--- config.mk ---
export PLATFORM = sky130hd
export DESIGN_NAME = timestamp_relay_base_sequencer_flat
export DESIGN_NICKNAME = d
export VERILOG_FILES = /design/src/tsr_pkg.sv /design/src/tsr_if.sv /design/src/timestamp_relay_base_sequencer.sv /design/src/tsr_store.sv /design/src/tsr_ctrl.sv /design/src/flat_wrapper.sv
export SDC_FILE = /design/constraint.sdc
export NUM_CORES = 1
export LEC_CHECK = 0
export BUFFER_PORTS_ARGS = -buffer_cell sky130_fd_sc_hd__buf_2
export CAP_MARGIN = 5
export CORE_AREA = 2 2 343 345
export DETAILED_ROUTE_END_ITERATION = 10
export DIE_AREA = 0 0 345 347
export HOLD_SLACK_MARGIN = 0.05
export PLACE_DENSITY = 0.52
export SYNTH_ARGS = -nofsm -noshare
export SYNTH_HDL_FRONTEND = slang
export SYNTH_SLANG_ARGS = --single-unit
--- constraint.sdc ---
create_clock -name clk_i -period 5.85 [get_ports clk_i]
set_input_delay 1.17 -clock clk_i [delete_from_list [all_inputs] [get_ports clk_i]]
set_output_delay 1.17 -clock clk_i [all_outputs]
set_load 0.005 [all_outputs]
--- src/tsr_pkg.sv ---
package tsr_pkg;

  localparam int RECORDS = 16;
  localparam int IDX_W   = (RECORDS > 1) ? $clog2(RECORDS) : 1;
  localparam int CNT_W   = $clog2(RECORDS + 1);

  localparam logic [7:0] TRACKER_MIN_ID = 8'd3;
  localparam logic [7:0] BASE2_ID       = 8'd2;

  localparam logic [1:0] CMD_RX  = 2'd0;
  localparam logic [1:0] CMD_TMO = 2'd1;
  localparam logic [1:0] CMD_TXD = 2'd2;

  localparam logic [1:0] ACT_NONE   = 2'd0;
  localparam logic [1:0] ACT_LISTEN = 2'd1;
  localparam logic [1:0] ACT_SEND   = 2'd2;

  localparam logic [1:0] KIND_TRACKER = 2'd0;
  localparam logic [1:0] KIND_SEQ     = 2'd1;
  localparam logic [1:0] KIND_BASE    = 2'd2;

  localparam logic [0:0] REG_LAST_ID   = 1'b0;
  localparam logic [0:0] REG_MAX_WRONG = 1'b1;

  localparam logic [7:0] LAST_ID_RST   = 8'd15;
  localparam logic [7:0] MAX_WRONG_RST = 8'd3;

  typedef enum logic [2:0] {
    PH_WAIT_TRK = 3'd0,
    PH_RECV_TRK = 3'd1,
    PH_TX       = 3'd2,
    PH_WAIT_B2  = 3'd3,
    PH_RECV_B2  = 3'd4
  } phase_e;

  typedef struct packed {
    logic [1:0]          cmd;
    logic [7:0]          sender_id;
    logic [7:0]          frame_index;
    logic signed [15:0]  rx_rssi;
    logic signed [7:0]   rx_snr;
    logic [31:0]         now_ns;
  } in_item_t;

  typedef struct packed {
    logic [1:0]          action;
    logic [1:0]          listen_kind;
    logic [7:0]          send_index;
    logic [31:0]         send_time;
    logic signed [15:0]  send_rssi;
    logic signed [7:0]   send_snr;
    logic [2:0]          phase;
  } out_item_t;

  typedef struct packed {
    logic [31:0]         ts;
    logic signed [15:0]  rssi;
    logic signed [7:0]   snr;
  } rec_t;

  typedef struct packed {
    logic             clear;
    logic             wr_en;
    logic [IDX_W-1:0] wr_idx;
    logic [IDX_W-1:0] rd_idx;
    rec_t             wr_data;
  } store_req_t;

endpackage

--- src/tsr_if.sv ---
interface tsr_in_if;
  import tsr_pkg::*;
  logic     valid;
  logic     ready;
  in_item_t payload;
  modport source (output valid, output payload, input ready);
  modport sink (input valid, input payload, output ready);
endinterface

interface tsr_out_if;
  import tsr_pkg::*;
  logic      valid;
  logic      ready;
  out_item_t payload;
  modport source (output valid, output payload, input ready);
  modport sink (input valid, input payload, output ready);
endinterface

--- src/timestamp_relay_base_sequencer.sv ---
// channel  dir  fields                                                            handshake
// in_i     in   cmd sender_id frame_index rx_rssi rx_snr now_ns                   valid/ready
// out_o    out  action listen_kind send_index send_time send_rssi send_snr phase  valid/ready
// apb      in   last_message_id at 0x0, max_wrong_count at 0x4                    psel/penable
//
// one event per cycle sustained while the receiver takes results; an input transfer reaches the result
// through the input register, then the phase logic and store read into the result register
// 16 flip-flop store entries with a valid bit each, so a tracker start clears it in the
// same cycle and no clearing pass follows reset
// asynchronous active-low reset restores phase, counters, valid bits and both registers
// a stalled result holds the result register; the input stalls only once both are full
module timestamp_relay_base_sequencer (
  input  logic        clk_i,
  input  logic        rst_ni,
  tsr_in_if.sink      in_i,
  tsr_out_if.source   out_o,
  input  logic        psel,
  input  logic        penable,
  input  logic        pwrite,
  input  logic [2:0]  paddr,
  input  logic [31:0] pwdata,
  output logic [31:0] prdata,
  output logic        pready
);
  import tsr_pkg::*;

  // configuration registers
  logic [7:0] last_id_q;
  logic [7:0] max_wrong_q;
  logic       cfg_wr;

  assign pready = 1'b1;
  assign cfg_wr = psel && penable && pwrite && pready;

  always_ff @(posedge clk_i or negedge rst_ni) begin
    if (!rst_ni) begin
      last_id_q   <= LAST_ID_RST;
      max_wrong_q <= MAX_WRONG_RST;
    end else if (cfg_wr) begin
      case (paddr[2:2])
        REG_LAST_ID:   last_id_q   <= pwdata[7:0];
        REG_MAX_WRONG: max_wrong_q <= pwdata[7:0];
        default: begin
        end
      endcase
    end
  end

  always_comb begin
    case (paddr[2:2])
      REG_LAST_ID:   prdata = {24'd0, last_id_q};
      REG_MAX_WRONG: prdata = {24'd0, max_wrong_q};
      default:       prdata = '0;
    endcase
  end

  // input register
  logic     s1_valid_q;
  in_item_t s1_item_q;
  logic     advance;
  logic     fire;
  logic     in_xfer;

  // result register
  logic      out_valid_q;
  out_item_t out_item_q;

  // the result register frees up when empty or taken this cycle
  assign advance     = !out_valid_q || out_o.ready;
  assign fire        = s1_valid_q && advance;
  assign in_i.ready  = !s1_valid_q || advance;
  assign in_xfer     = in_i.valid && in_i.ready;

  always_ff @(posedge clk_i or negedge rst_ni) begin
    if (!rst_ni) begin
      s1_valid_q <= 1'b0;
    end else if (in_xfer) begin
      s1_valid_q <= 1'b1;
    end else if (fire) begin
      s1_valid_q <= 1'b0;
    end
  end

  always_ff @(posedge clk_i) begin
    if (in_xfer) begin
      s1_item_q <= in_i.payload;
    end
  end

  // phase logic and record store
  store_req_t       store_req;
  rec_t             rd_data;
  out_item_t        res;
  logic [CNT_W-1:0] send_cnt;

  tsr_ctrl u_ctrl (
    .clk_i       (clk_i),
    .rst_ni      (rst_ni),
    .fire_i      (fire),
    .item_i      (s1_item_q),
    .last_id_i   (last_id_q),
    .max_wrong_i (max_wrong_q),
    .rd_data_i   (rd_data),
    .req_o       (store_req),
    .res_o       (res),
    .send_cnt_o  (send_cnt)
  );

  tsr_store u_store (
    .clk_i     (clk_i),
    .rst_ni    (rst_ni),
    .req_i     (store_req),
    .rd_data_o (rd_data)
  );

  always_ff @(posedge clk_i or negedge rst_ni) begin
    if (!rst_ni) begin
      out_valid_q <= 1'b0;
    end else if (fire) begin
      out_valid_q <= 1'b1;
    end else if (out_o.ready) begin
      out_valid_q <= 1'b0;
    end
  end

  always_ff @(posedge clk_i) begin
    if (fire) begin
      out_item_q <= res;
    end
  end

  assign out_o.valid   = out_valid_q;
  assign out_o.payload = out_item_q;

  // send counter never runs past the end of the store
  a_cnt_range: assert property (@(posedge clk_i) disable iff (!rst_ni)
    send_cnt <= CNT_W'(RECORDS))
    else $error("send counter beyond store size");

  // an event never lands in a full input register that is not draining
  a_no_overrun: assert property (@(posedge clk_i) disable iff (!rst_ni)
    (in_xfer && s1_valid_q) |-> fire)
    else $error("input register overrun");

  // a record transfer always leaves the block in the transmitting phase
  a_send_phase: assert property (@(posedge clk_i) disable iff (!rst_ni)
    (out_valid_q && (out_item_q.action == ACT_SEND)) |->
      (out_item_q.phase == 3'(PH_TX)) && (out_item_q.listen_kind == KIND_TRACKER))
    else $error("record sent outside transmit phase");

  // every processed event produces exactly one result in the next cycle
  a_one_result: assert property (@(posedge clk_i) disable iff (!rst_ni)
    fire |=> out_valid_q)
    else $error("processed event produced no result");

endmodule

--- src/tsr_store.sv ---
module tsr_store (
  input  logic                clk_i,
  input  logic                rst_ni,
  input  tsr_pkg::store_req_t req_i,
  output tsr_pkg::rec_t       rd_data_o
);
  import tsr_pkg::*;

  rec_t               data_q [RECORDS];
  logic [RECORDS-1:0] valid_q;
  logic [RECORDS-1:0] valid_d;

  // a clear drops every entry back to all ones, a write in the same cycle survives it
  always_comb begin
    valid_d = req_i.clear ? '0 : valid_q;
    if (req_i.wr_en) begin
      valid_d[req_i.wr_idx] = 1'b1;
    end
  end

  always_ff @(posedge clk_i or negedge rst_ni) begin
    if (!rst_ni) begin
      valid_q <= '0;
    end else begin
      valid_q <= valid_d;
    end
  end

  always_ff @(posedge clk_i) begin
    if (req_i.wr_en) begin
      data_q[req_i.wr_idx] <= req_i.wr_data;
    end
  end

  // read sees the write and clear of the same cycle
  always_comb begin
    if (req_i.wr_en && (req_i.wr_idx == req_i.rd_idx)) begin
      rd_data_o = req_i.wr_data;
    end else if (req_i.clear || !valid_q[req_i.rd_idx]) begin
      rd_data_o = '1;
    end else begin
      rd_data_o = data_q[req_i.rd_idx];
    end
  end

endmodule

--- src/tsr_ctrl.sv ---
module tsr_ctrl (
  input  logic                clk_i,
  input  logic                rst_ni,
  input  logic                fire_i,
  input  tsr_pkg::in_item_t   item_i,
  input  logic [7:0]          last_id_i,
  input  logic [7:0]          max_wrong_i,
  input  tsr_pkg::rec_t       rd_data_i,
  output tsr_pkg::store_req_t req_o,
  output tsr_pkg::out_item_t  res_o,
  output logic [tsr_pkg::CNT_W-1:0] send_cnt_o
);
  import tsr_pkg::*;

  phase_e           phase_q, phase_d;
  logic [CNT_W-1:0] send_cnt_q, send_cnt_d;
  logic [7:0]       wrong_cnt_q, wrong_cnt_d;
  logic [7:0]       wrong_inc;

  logic             rx, tmo, txd, tracker, base2, track;
  logic             send_en, write_en, clear_en;
  logic [IDX_W-1:0] send_idx;
  logic [1:0]       listen_kind;
  logic             listen_en;

  assign rx        = (item_i.cmd == CMD_RX);
  assign tmo       = (item_i.cmd == CMD_TMO);
  assign txd       = (item_i.cmd == CMD_TXD);
  assign tracker   = (item_i.sender_id >= TRACKER_MIN_ID);
  assign base2     = (item_i.sender_id == BASE2_ID);
  assign wrong_inc = wrong_cnt_q + 8'd1;

  always_comb begin
    phase_d     = phase_q;
    send_cnt_d  = send_cnt_q;
    wrong_cnt_d = wrong_cnt_q;
    track       = 1'b0;
    send_en     = 1'b0;
    send_idx    = '0;
    listen_en   = 1'b0;
    listen_kind = KIND_TRACKER;
    write_en    = 1'b0;
    clear_en    = 1'b0;

    case (phase_q)
      PH_WAIT_TRK: begin
        if (rx && tracker) begin
          clear_en = 1'b1;
          phase_d  = PH_RECV_TRK;
          track    = 1'b1;
        end else if (rx || tmo) begin
          listen_en   = 1'b1;
          listen_kind = KIND_TRACKER;
        end
      end
      PH_RECV_TRK: begin
        if (rx && tracker) begin
          track = 1'b1;
        end else if (rx) begin
          listen_en   = 1'b1;
          listen_kind = KIND_SEQ;
        end else if (tmo) begin
          send_en    = 1'b1;
          send_cnt_d = CNT_W'(1);
          phase_d    = PH_TX;
        end
      end
      PH_TX: begin
        if (txd) begin
          if (send_cnt_q < CNT_W'(RECORDS)) begin
            send_en    = 1'b1;
            send_idx   = send_cnt_q[IDX_W-1:0];
            send_cnt_d = send_cnt_q + CNT_W'(1);
          end else begin
            listen_en   = 1'b1;
            listen_kind = KIND_BASE;
            phase_d     = PH_WAIT_B2;
          end
        end
      end
      PH_WAIT_B2: begin
        if (rx && base2) begin
          phase_d     = PH_RECV_B2;
          listen_en   = 1'b1;
          listen_kind = KIND_SEQ;
        end else if (rx) begin
          listen_en = 1'b1;
          if (wrong_inc == max_wrong_i) begin
            phase_d     = PH_WAIT_TRK;
            wrong_cnt_d = '0;
            listen_kind = KIND_TRACKER;
          end else begin
            wrong_cnt_d = wrong_inc;
            listen_kind = KIND_BASE;
          end
        end else if (tmo) begin
          listen_en   = 1'b1;
          listen_kind = KIND_TRACKER;
          phase_d     = PH_WAIT_TRK;
        end
      end
      PH_RECV_B2: begin
        if (rx) begin
          listen_en = 1'b1;
          if (base2 && (item_i.frame_index == last_id_i)) begin
            listen_kind = KIND_TRACKER;
            phase_d     = PH_WAIT_TRK;
          end else begin
            listen_kind = KIND_SEQ;
          end
        end else if (tmo) begin
          listen_en   = 1'b1;
          listen_kind = KIND_TRACKER;
          phase_d     = PH_WAIT_TRK;
        end
      end
      default: begin
      end
    endcase

    // tracker frame: record it, then either close the sequence or keep listening
    if (track) begin
      write_en = ({1'b0, item_i.frame_index} < 9'(RECORDS));
      if (item_i.frame_index == last_id_i) begin
        send_en    = 1'b1;
        send_idx   = '0;
        send_cnt_d = CNT_W'(1);
        phase_d    = PH_TX;
      end else begin
        listen_en   = 1'b1;
        listen_kind = KIND_SEQ;
      end
    end
  end

  always_comb begin
    req_o.clear        = fire_i && clear_en;
    req_o.wr_en        = fire_i && write_en;
    req_o.wr_idx       = item_i.frame_index[IDX_W-1:0];
    req_o.rd_idx       = send_idx;
    req_o.wr_data.ts   = item_i.now_ns;
    req_o.wr_data.rssi = item_i.rx_rssi;
    req_o.wr_data.snr  = item_i.rx_snr;
  end

  always_comb begin
    res_o       = '0;
    res_o.phase = phase_d;
    if (send_en) begin
      res_o.action     = ACT_SEND;
      res_o.send_index = 8'(send_idx);
      res_o.send_time  = rd_data_i.ts;
      res_o.send_rssi  = rd_data_i.rssi;
      res_o.send_snr   = rd_data_i.snr;
    end else if (listen_en) begin
      res_o.action      = ACT_LISTEN;
      res_o.listen_kind = listen_kind;
    end
  end

  always_ff @(posedge clk_i or negedge rst_ni) begin
    if (!rst_ni) begin
      phase_q     <= PH_WAIT_TRK;
      send_cnt_q  <= '0;
      wrong_cnt_q <= '0;
    end else if (fire_i) begin
      phase_q     <= phase_d;
      send_cnt_q  <= send_cnt_d;
      wrong_cnt_q <= wrong_cnt_d;
    end
  end

  assign send_cnt_o = send_cnt_q;

endmodule

--- src/flat_wrapper.sv ---
// flat-port wrapper written by rule: the top's interface ports become plain ports
module timestamp_relay_base_sequencer_flat import tsr_pkg::*;
  (clk_i, rst_ni, psel, penable, pwrite, paddr, pwdata, prdata, pready, in_i_valid, in_i_payload, in_i_ready, out_o_valid, out_o_payload, out_o_ready);
  tsr_in_if in_i_i ();
  tsr_out_if out_o_i ();
  input  logic clk_i;
  input  logic rst_ni;
  input  logic psel;
  input  logic penable;
  input  logic pwrite;
  input  logic [2:0] paddr;
  input  logic [31:0] pwdata;
  output logic [31:0] prdata;
  output logic pready;
  input wire logic [$bits(in_i_i.valid)-1:0] in_i_valid;
  input wire logic [$bits(in_i_i.payload)-1:0] in_i_payload;
  output wire logic [$bits(in_i_i.ready)-1:0] in_i_ready;
  output wire logic [$bits(out_o_i.valid)-1:0] out_o_valid;
  output wire logic [$bits(out_o_i.payload)-1:0] out_o_payload;
  input wire logic [$bits(out_o_i.ready)-1:0] out_o_ready;
  assign in_i_i.valid = in_i_valid;
  assign in_i_i.payload = in_i_payload;
  assign in_i_ready = in_i_i.ready;
  assign out_o_valid = out_o_i.valid;
  assign out_o_payload = out_o_i.payload;
  assign out_o_i.ready = out_o_ready;
  timestamp_relay_base_sequencer u_core (.clk_i(clk_i), .rst_ni(rst_ni), .in_i(in_i_i), .out_o(out_o_i), .psel(psel), .penable(penable), .pwrite(pwrite), .paddr(paddr), .pwdata(pwdata), .prdata(prdata), .pready(pready));
endmodule
## Word-level counts from Yosys, hierarchy flattened

Memory sizes are Yosys's and may differ from the RTL's.
Index checks and enable logic that the tools add are counted.

- Word-level logic and storage cells: 152
- Output and inout port bits: 106
- Latch bits: 0
- Flip-flop bits (word level): 195
- Memory bits (writable): 896
- ROM bits: 0
- Memories: 1

- Div/mod/pow operators: 0
- Shift operators: 0
- Bitwise logic cells: 4
- Magnitude comparators: 6
- Multipliers: 0
- Equality and inequality tests: 10
- Add/subtract/negate cells: 2
- Reduce and logical (&&, ||, !) cells: 27
- Muxes and demuxes: 80

Memory list:

| memory | words | width | read ports | clocked after Yosys merged registers in | write ports | line | source |
|---|---|---|---|---|---|---|---|
| u_core.u_store.data_q | 16 | 56 | 1 | 0 | 1 | tsr_store.sv:9 | `rec_t data_q [RECORDS];` |

Operators by type and width:

| cell | count |
|---|---|
| 2-to-1 mux 56 bit | 2 |
| case mux 32 bit (2 select lines) | 1 |
| 2-to-1 mux 3 bit | 15 |
| 2-to-1 mux 5 bit | 7 |
| 2-to-1 mux 1 bit | 32 |
| 2-to-1 mux 16 bit | 2 |
| 2-to-1 mux 4 bit | 5 |
| equality test 8 bit | 2 |
| 2-to-1 mux 2 bit | 8 |
| OR 16 bit | 1 |
| case mux 3 bit (5 select lines) | 1 |
| logical AND 1 bit | 11 |
| < comparator 4 x 5 -> 1 bit (second input constant) | 2 |
| case mux 5 bit (2 select lines) | 1 |
| adder 8 x 1 -> 8 bit (second input constant) | 1 |
| equality test 8 x 2 -> 1 bit (second input constant) | 1 |
| >= comparator 8 x 2 -> 1 bit (second input constant) | 1 |
| < comparator 8 x 5 -> 1 bit (second input constant) | 1 |
| 2-to-1 mux 8 bit | 1 |
| case mux 2 bit (4 select lines) | 1 |
| equality test 3 x 2 -> 1 bit (second input constant) | 2 |
| adder 5 x 1 -> 5 bit (second input constant) | 1 |
| < comparator 5 bit (second input constant) | 1 |
| case mux 1 bit (5 select lines) | 1 |
| other kinds (18) | 28 |

## Longest topological paths before layout

- Word-level depth: 12
- Depth in mapped cells: 13
- Gate-level depth less buffers: 8

## By module

Synthesis repeated with hierarchy kept, for this count alone.

- Cells, all modules: 2070
- Area, all modules: 42630.9 µm²

Modules (own cells, without submodules):

| module | area each (µm²) | times used | sequential area each (µm²) | cells each |
|---|---|---|---|---|
| tsr_store | 34853.4 | 1 | 27306.2 | 1524 |
| timestamp_relay_base_sequencer | 5372.7 | 1 | 4812.1 | 223 |
| tsr_ctrl | 2404.8 | 1 | 400.4 | 323 |

## Worst setup path before layout

OpenSTA, ideal clock, no wires.

- Path type: input to register
- Start point: input port out_o_ready
- End point: memory u_core.u_store.data_q[4][0] (netlist bit) (enable)
- Cell stages on the path: 4
- Arrival: 4.320 ns
- Buffers on the path: 0
- Setup time: 0.478 ns
- Path slack: 1.052 ns
- Required time: 5.372 ns
- Cells stage by stage: nand2b_1 -> nand3_1 -> nor4_1 -> nor2b_1

- Cells in the longest elaborated chain, start to end: 5

RTL lines:

| what | line | source |
|---|---|---|
| from (decl) | flat_wrapper.sv:20 | `input wire logic [$bits(out_o_i.ready)-1:0] out_o_ready;` |
| logical OR 1 bit | timestamp_relay_base_sequencer.sv:69 | `assign advance = !out_valid_q \|\| out_o.ready;` |
| logical AND 1 bit | timestamp_relay_base_sequencer.sv:70 | `assign fire = s1_valid_q && advance;` |
| logical AND 1 bit | tsr_ctrl.sv:138 | `req_o.wr_en = fire_i && write_en;` |
| 2-to-1 mux 1 bit | tsr_store.sv:30 | `if (req_i.wr_en) begin` |
| 2-to-1 mux 1 bit (implied by the code) | tsr_store.sv:31 | `data_q[req_i.wr_idx] <= req_i.wr_data;` |
| to (decl) | tsr_store.sv:9 |  |

No other way between the ends.

## Final worst setup path

- Start point: register u_core.u_ctrl.send_cnt_q[4] (netlist: u_core.u_ctrl.send_cnt_o[4])
- End point: register u_core.out_item_q, in the netlist u_core.out_o.payload[21] (data pin)

- Cells in the longest elaborated chain, start to end: 12

RTL lines:

| what | line | source |
|---|---|---|
| from (decl) | tsr_ctrl.sv:16 | `logic [CNT_W-1:0] send_cnt_q, send_cnt_d;` |
| from (signal assigned) | tsr_ctrl.sv:168 | `send_cnt_q <= send_cnt_d;` |
| < comparator 5 bit * | tsr_ctrl.sv:70 | `if (send_cnt_q < CNT_W'(RECORDS)) begin` |
| 2-to-1 mux 4 bit | tsr_ctrl.sv:70 |  |
| 2-to-1 mux 4 bit | tsr_ctrl.sv:69 | `if (txd) begin` |
| 2-to-1 mux 4 bit | tsr_ctrl.sv:45 | `case (phase_q)` |
| 2-to-1 mux 4 bit | tsr_ctrl.sv:124 | `if (item_i.frame_index == last_id_i) begin` |
| 2-to-1 mux 4 bit | tsr_ctrl.sv:122 | `if (track) begin` |
| binary-select mux 1 bit (select 4 bit) | tsr_store.sv:39 | `end else if (req_i.clear \|\| !valid_q[req_i.rd_idx]) begin` |
| 2-to-1 mux 1 bit (implied by the code) | tsr_store.sv:39 |  |
| logical NOT 1 bit | tsr_store.sv:39 |  |
| logical OR 1 bit | tsr_store.sv:39 |  |
| 2-to-1 mux 56 bit | tsr_store.sv:39 |  |
| 2-to-1 mux 56 bit | tsr_store.sv:37 | `if (req_i.wr_en && (req_i.wr_idx == req_i.rd_idx)) begin` |
| to (signal assigned) | timestamp_relay_base_sequencer.sv:128 | `out_item_q <= res;` |
| to (decl) | timestamp_relay_base_sequencer.sv:66 | `out_item_t out_item_q;` |

Every way passes the cells marked *; elsewhere a longest branch is shown, timed or not. The select of a mux whose other input is x is not followed.
A chain may end at the register's enable or synchronous reset.

==> Flow_metrics.wiki <==
{| class="wikitable"
! Metric !! Value
|-
| Slew margin rel. || 0.131
|-
| Power per cell area || 379 nW/um^2
|-
| Most frequently used flop master after synthesis || sky130_fd_sc_hd__edfxtp_1
|-
| Startpoint Class || register
|-
| Number of cells produced by synthesis || ~2600
|-
| Final sum of negative setup slack || 0 ns
|-
| Post-detailed-route DRC marker count || 0
|-
| Routed length per placed instance || 27.6 um
|-
| Signal arrival time at the worst endpoint || 4.79 ns
|-
| Unrepaired setup endpoints after global routing || no
|-
| Core area || 116000 um^2
|-
| Source-to-sink clock delay at the later pin of the worst-skew pair || 0.73 ns
|-
| Part of the total power dissipated in sequential elements || 0.484
|-
| H-Tree Depth || 3
|-
| Number of detailed-route iterations in the first pass || 5
|-
| Overflow left after global routing || 0
|-
| Number of sinks on the clock net || roughly 1100
|-
| Gates resized, CTS repair || 0
|-
| Buffer count from post-CTS setup fixing || 0
|-
| Start point of the worst min-delay path || u_core.u_store.valid_q[11]
|-
| Combined flip-flop and latch cell area || 32400 um^2
|-
| Required time at the worst-slack endpoint || 6.28 ns
|-
| DR top layer || met5
|-
| Netlist area before placement || 42600 um^2
|-
| Kind of end point of the critical path || register
|-
| Clock buffer depth || 3
|-
| Count of endpoints failing hold in the final timing report || 0
|-
| Synthesis warning total || 0
|-
| Number of synthesized flops with an enable pin || 1037
|-
| TritonCTS clock tree || done
|-
| DR WL met3 || 8520 um
|-
| Y dimension of the die || 347 um
|-
| Die Span X || 345 um
|-
| Inst Count DP || 4216
|-
| Final setup violation count || 0
|-
| Total Routing Usage GR || 0.200
|-
| Hold Path Sink || u_core.u_store.valid_q[11]
|-
| Total of buffers placed on input and output ports || 166
|-
| Clock-pin slew on the worst setup and hold paths || 0.06 ns
|-
| CP Launch Point || u_core.u_ctrl.send_cnt_o[4]
|-
| Cell-internal power || 13.7 mW
|-
| IO Count || 222
|-
| P&R area growth vs syn || 15.0%
|-
| Effective utilization at floorplan || 0.368
|-
| Setup skew after layout || 0.0456 ns
|-
| Fin crit period || 4.37 ns
|-
| Synth Register Bits || about 1100
|-
| Count of pins over their slew limit || 0
|-
| Post-Syn Area per Cell || 16.1 um^2
|-
| Pin count of the biggest net entering global routing || 142
|-
| Final HPWL DP || just over 60000 um
|-
| Num CTS Buffers || roughly 120
|-
| Static leakage || 16.0 nW
|-
| IR Drop Worst-Case VDD || 0.272 mV
|-
| Finished Layout Cells || between 4000 and 5000
|-
| Detailed-route via count || 24879
|-
| Dominant cells by area after synthesis || sky130_fd_sc_hd__edfxtp_1 73%, sky130_fd_sc_hd__mux2_2 3.6%, sky130_fd_sc_hd__dfrtp_1 2.6%
|-
| Async set-reset flop share out of synthesis || 0.0460
|-
| Combinational Power Share || 0.132
|-
| Worst Path Class, Setup || reg2reg
|-
| Share of the clock period used by the worst path || 0.747
|-
| Global-route wire length before repair || ~180000 um
|-
| NumNets Final || between 2000 and 3000
|-
| Initial antenna violation count || 3
|-
| Maximum operating frequency || around 0.23 GHz
|-
| Switching share of power || 0.261
|-
| Total met2 wirelength after detailed routing || ~58000 um
|-
| Row Count || 125
|-
| Via count of the first global-routing pass || ~26000
|-
| Reported max-cap violation count || 0
|-
| Final Wtd Congestion || 0.736
|-
| Status || finished clean
|-
| # hold bufs at CTS || 0
|-
| Reg-to-reg slack, setup || around 1.5 ns
|-
| Root buffer cell || sky130_fd_sc_hd__clkbuf_16
|-
| Worst-case reg-to-reg path depth || 10
|-
| Area of combinational cells with multiple inputs || roughly 9600 um^2
|-
| Register area share after synthesis || 0.760
|-
| Switching power summed over all nets || 4.86 mW
|-
| Worst min path class || reg2reg
|-
| Die Outline Area || around 120000 um^2
|-
| Worst slew pin tran || 1.30 ns
|-
| Part of the total power dissipated in the clock network || 0.385
|-
| Wl on met1 || 53400 um
|-
| Vias/cell || 5.61
|-
| Share of post-route cells with drive strength above 1 || 0.202
|-
| Largest fanout on the critical path || 32
|-
| Antenna diode count || 0
|-
| Number of distinct standard cells referenced by the synthesized netlist || between 70 and 80
|-
| Critical register-to-register path endpoint || u_core.out_o.payload[21]
|-
| Number of inserted filler cells in the final layout || 10305
|-
| Wirelength, routed || 122000 um
|-
| Biggest area consumer among synthesized cells || sky130_fd_sc_hd__edfxtp_1
|-
| Startpoint of the worst register-to-register path || u_core.u_ctrl.send_cnt_o[4]
|-
| Count of antenna-violating nets left after detailed routing || 0
|-
| Number of cells on the worst hold path || 1
|-
| Post-synth top area share || 0.730
|-
| Number of DRC markers in iteration 0 || 2667
|}
## Yosys cell counts (11+ instances only)
cell type / n
sky130_fd_sc_hd__a21o_1: 19
sky130_fd_sc_hd__a21oi_1: 80
sky130_fd_sc_hd__a221o_1: 46
sky130_fd_sc_hd__buf_2: 46
sky130_fd_sc_hd__buf_4: 30
sky130_fd_sc_hd__clkbuf_1: 118
sky130_fd_sc_hd__dfrtp_1: 44
sky130_fd_sc_hd__edfxtp_1: 1037
sky130_fd_sc_hd__mux2_2: 136
sky130_fd_sc_hd__mux2i_1: 84
sky130_fd_sc_hd__nand2_1: 79
sky130_fd_sc_hd__nand2b_1: 13
sky130_fd_sc_hd__nand3_1: 61
sky130_fd_sc_hd__nand4_1: 15
sky130_fd_sc_hd__nand4b_1: 28
sky130_fd_sc_hd__nor2_1: 153
sky130_fd_sc_hd__nor3_1: 21
sky130_fd_sc_hd__o2111ai_1: 25
sky130_fd_sc_hd__o211ai_1: 54
sky130_fd_sc_hd__o21ai_0: 210
sky130_fd_sc_hd__o221ai_1: 47
sky130_fd_sc_hd__o22ai_1: 99
sky130_fd_sc_hd__o32a_1: 14
sky130_fd_sc_hd__xnor2_1: 12
sky130_fd_sc_hd__xor2_1: 11
## metrics by stage
step           power (mW)  hold slack (ns)  worst slack, ns  instance area, um^2   util
3_5_place_dp         11.6            0.464             1.59                45300  0.391
6_report             18.6            0.477             1.48                49000  0.423
2_1_floorplan        10.7            0.441             1.05                42700      -
4_1_cts              18.7            0.476             1.55                49000  0.423
5_1_grt              19.2            0.490             1.28                49000  0.423
3_3_place_gp         11.6            0.452             1.63                45300  0.391
## registers in the layout (all words and copies together), names as in the netlist, 3 cells and up
register,cells
u_core.u_ctrl.wrong_cnt_q,8
u_core.u_store.data_q,896
u_core.u_store.valid_q,16
u_core.last_id_q,8
u_core.max_wrong_q,8
u_core.out_o.payload,67
u_core.u_ctrl.phase_q,3
u_core.s1_item_q,74
u_core.u_ctrl.send_cnt_o,5
## per-layer routing
layer,global-route usage,vias to the layer above
li1,-,10833
met1,0.278,12782
met2,0.322,1055
met3,0.0333,207
met4,0.0605,2
met5,0,-
## cells by family after synthesis
logic type / after synthesis / synth area share
other: 2 / 0.000176
buffers and inverters: 219 / 0.0242
DFF: 1087 / 0.760
muxes: 220 / 0.0556
xor gates and xnor gates: 24 / 0.00525
AOI/OAI and AO/OA: 671 / 0.105
and+or+nand+nor: 418 / 0.0488
adders and majority gates: 3 / 0.000881
## critical path, stage by stage, from the launching register on
cell	delay (ns)
sky130_fd_sc_hd__dfrtp_1	0.37
sky130_fd_sc_hd__buf_4	0.23
sky130_fd_sc_hd__inv_1	0.14
sky130_fd_sc_hd__ha_4	0.51
sky130_fd_sc_hd__inv_2	0.09
sky130_fd_sc_hd__nor3_1	1.03
sky130_fd_sc_hd__xnor2_1	0.14
sky130_fd_sc_hd__nand4_1	0.22
sky130_fd_sc_hd__and4_2	0.87
sky130_fd_sc_hd__buf_12	0.34
sky130_fd_sc_hd__a21oi_1	0.11
## how the worst max path moves through the flow
stage,depth (start not counted),slack [ns],to
after floorplan,4,1.05,u_core.u_store.data_q[4][0]
after global placement,10,1.63,u_core.out_o.payload[27]
after detailed placement,10,1.59,u_core.out_o.payload[53]
after CTS,10,1.55,u_core.out_o.payload[21]
after global routing,10,1.28,u_core.out_o.payload[21]
final,10,1.48,u_core.out_o.payload[21]
## layout make-up
cell class                 count  area share
clock inverter                78      0.0152
multi-input combinational   1365       0.195
inverter                      11    0.000893
timing repair buffer         229      0.0286
tap                         1524      0.0389
clock buffer                 137      0.0604
sequential                  1087       0.661
## power by group through the flow
stage	clock network, mW	logic, mW	registers (mW)
after CTS	7.30	2.46	8.99
after global routing	7.60	2.61	9.02
final	7.15	2.45	8.99
after floorplan	0	1.65	9.02
after detailed placement	0	2.44	9.15
after global placement	0	2.42	9.13
## cell usage in the layout, fill, tap and decap left out, types with 9 or more instances in the layout
master and instances:
sky130_fd_sc_hd__edfxtp_1 1037, sky130_fd_sc_hd__o21ai_0 210, sky130_fd_sc_hd__buf_2 166, sky130_fd_sc_hd__nor2_1 139, sky130_fd_sc_hd__mux2_2 136, sky130_fd_sc_hd__clkbuf_16 115, sky130_fd_sc_hd__o22ai_1 99, sky130_fd_sc_hd__mux2i_1 84
sky130_fd_sc_hd__a21oi_1 80, sky130_fd_sc_hd__nand2_1 78, sky130_fd_sc_hd__nand3_1 59, sky130_fd_sc_hd__buf_4 55, sky130_fd_sc_hd__o211ai_1 54, sky130_fd_sc_hd__o221ai_1 47, sky130_fd_sc_hd__a221o_1 46, sky130_fd_sc_hd__dfrtp_1 44
sky130_fd_sc_hd__clkinv_1 32, sky130_fd_sc_hd__conb_1 29, sky130_fd_sc_hd__nand4b_1 28, sky130_fd_sc_hd__o2111ai_1 25, sky130_fd_sc_hd__clkbuf_1 22, sky130_fd_sc_hd__clkinv_2 21, sky130_fd_sc_hd__nor3_1 20, sky130_fd_sc_hd__a21o_1 19
sky130_fd_sc_hd__nand4_1 15, sky130_fd_sc_hd__nor2_4 14, sky130_fd_sc_hd__o32a_1 14, sky130_fd_sc_hd__xnor2_1 12, sky130_fd_sc_hd__nand2b_1 12, sky130_fd_sc_hd__xor2_1 11, sky130_fd_sc_hd__a22oi_1 10, sky130_fd_sc_hd__bufinv_16 10
sky130_fd_sc_hd__o21a_1 9
Power figures use the tool's default switching activity.
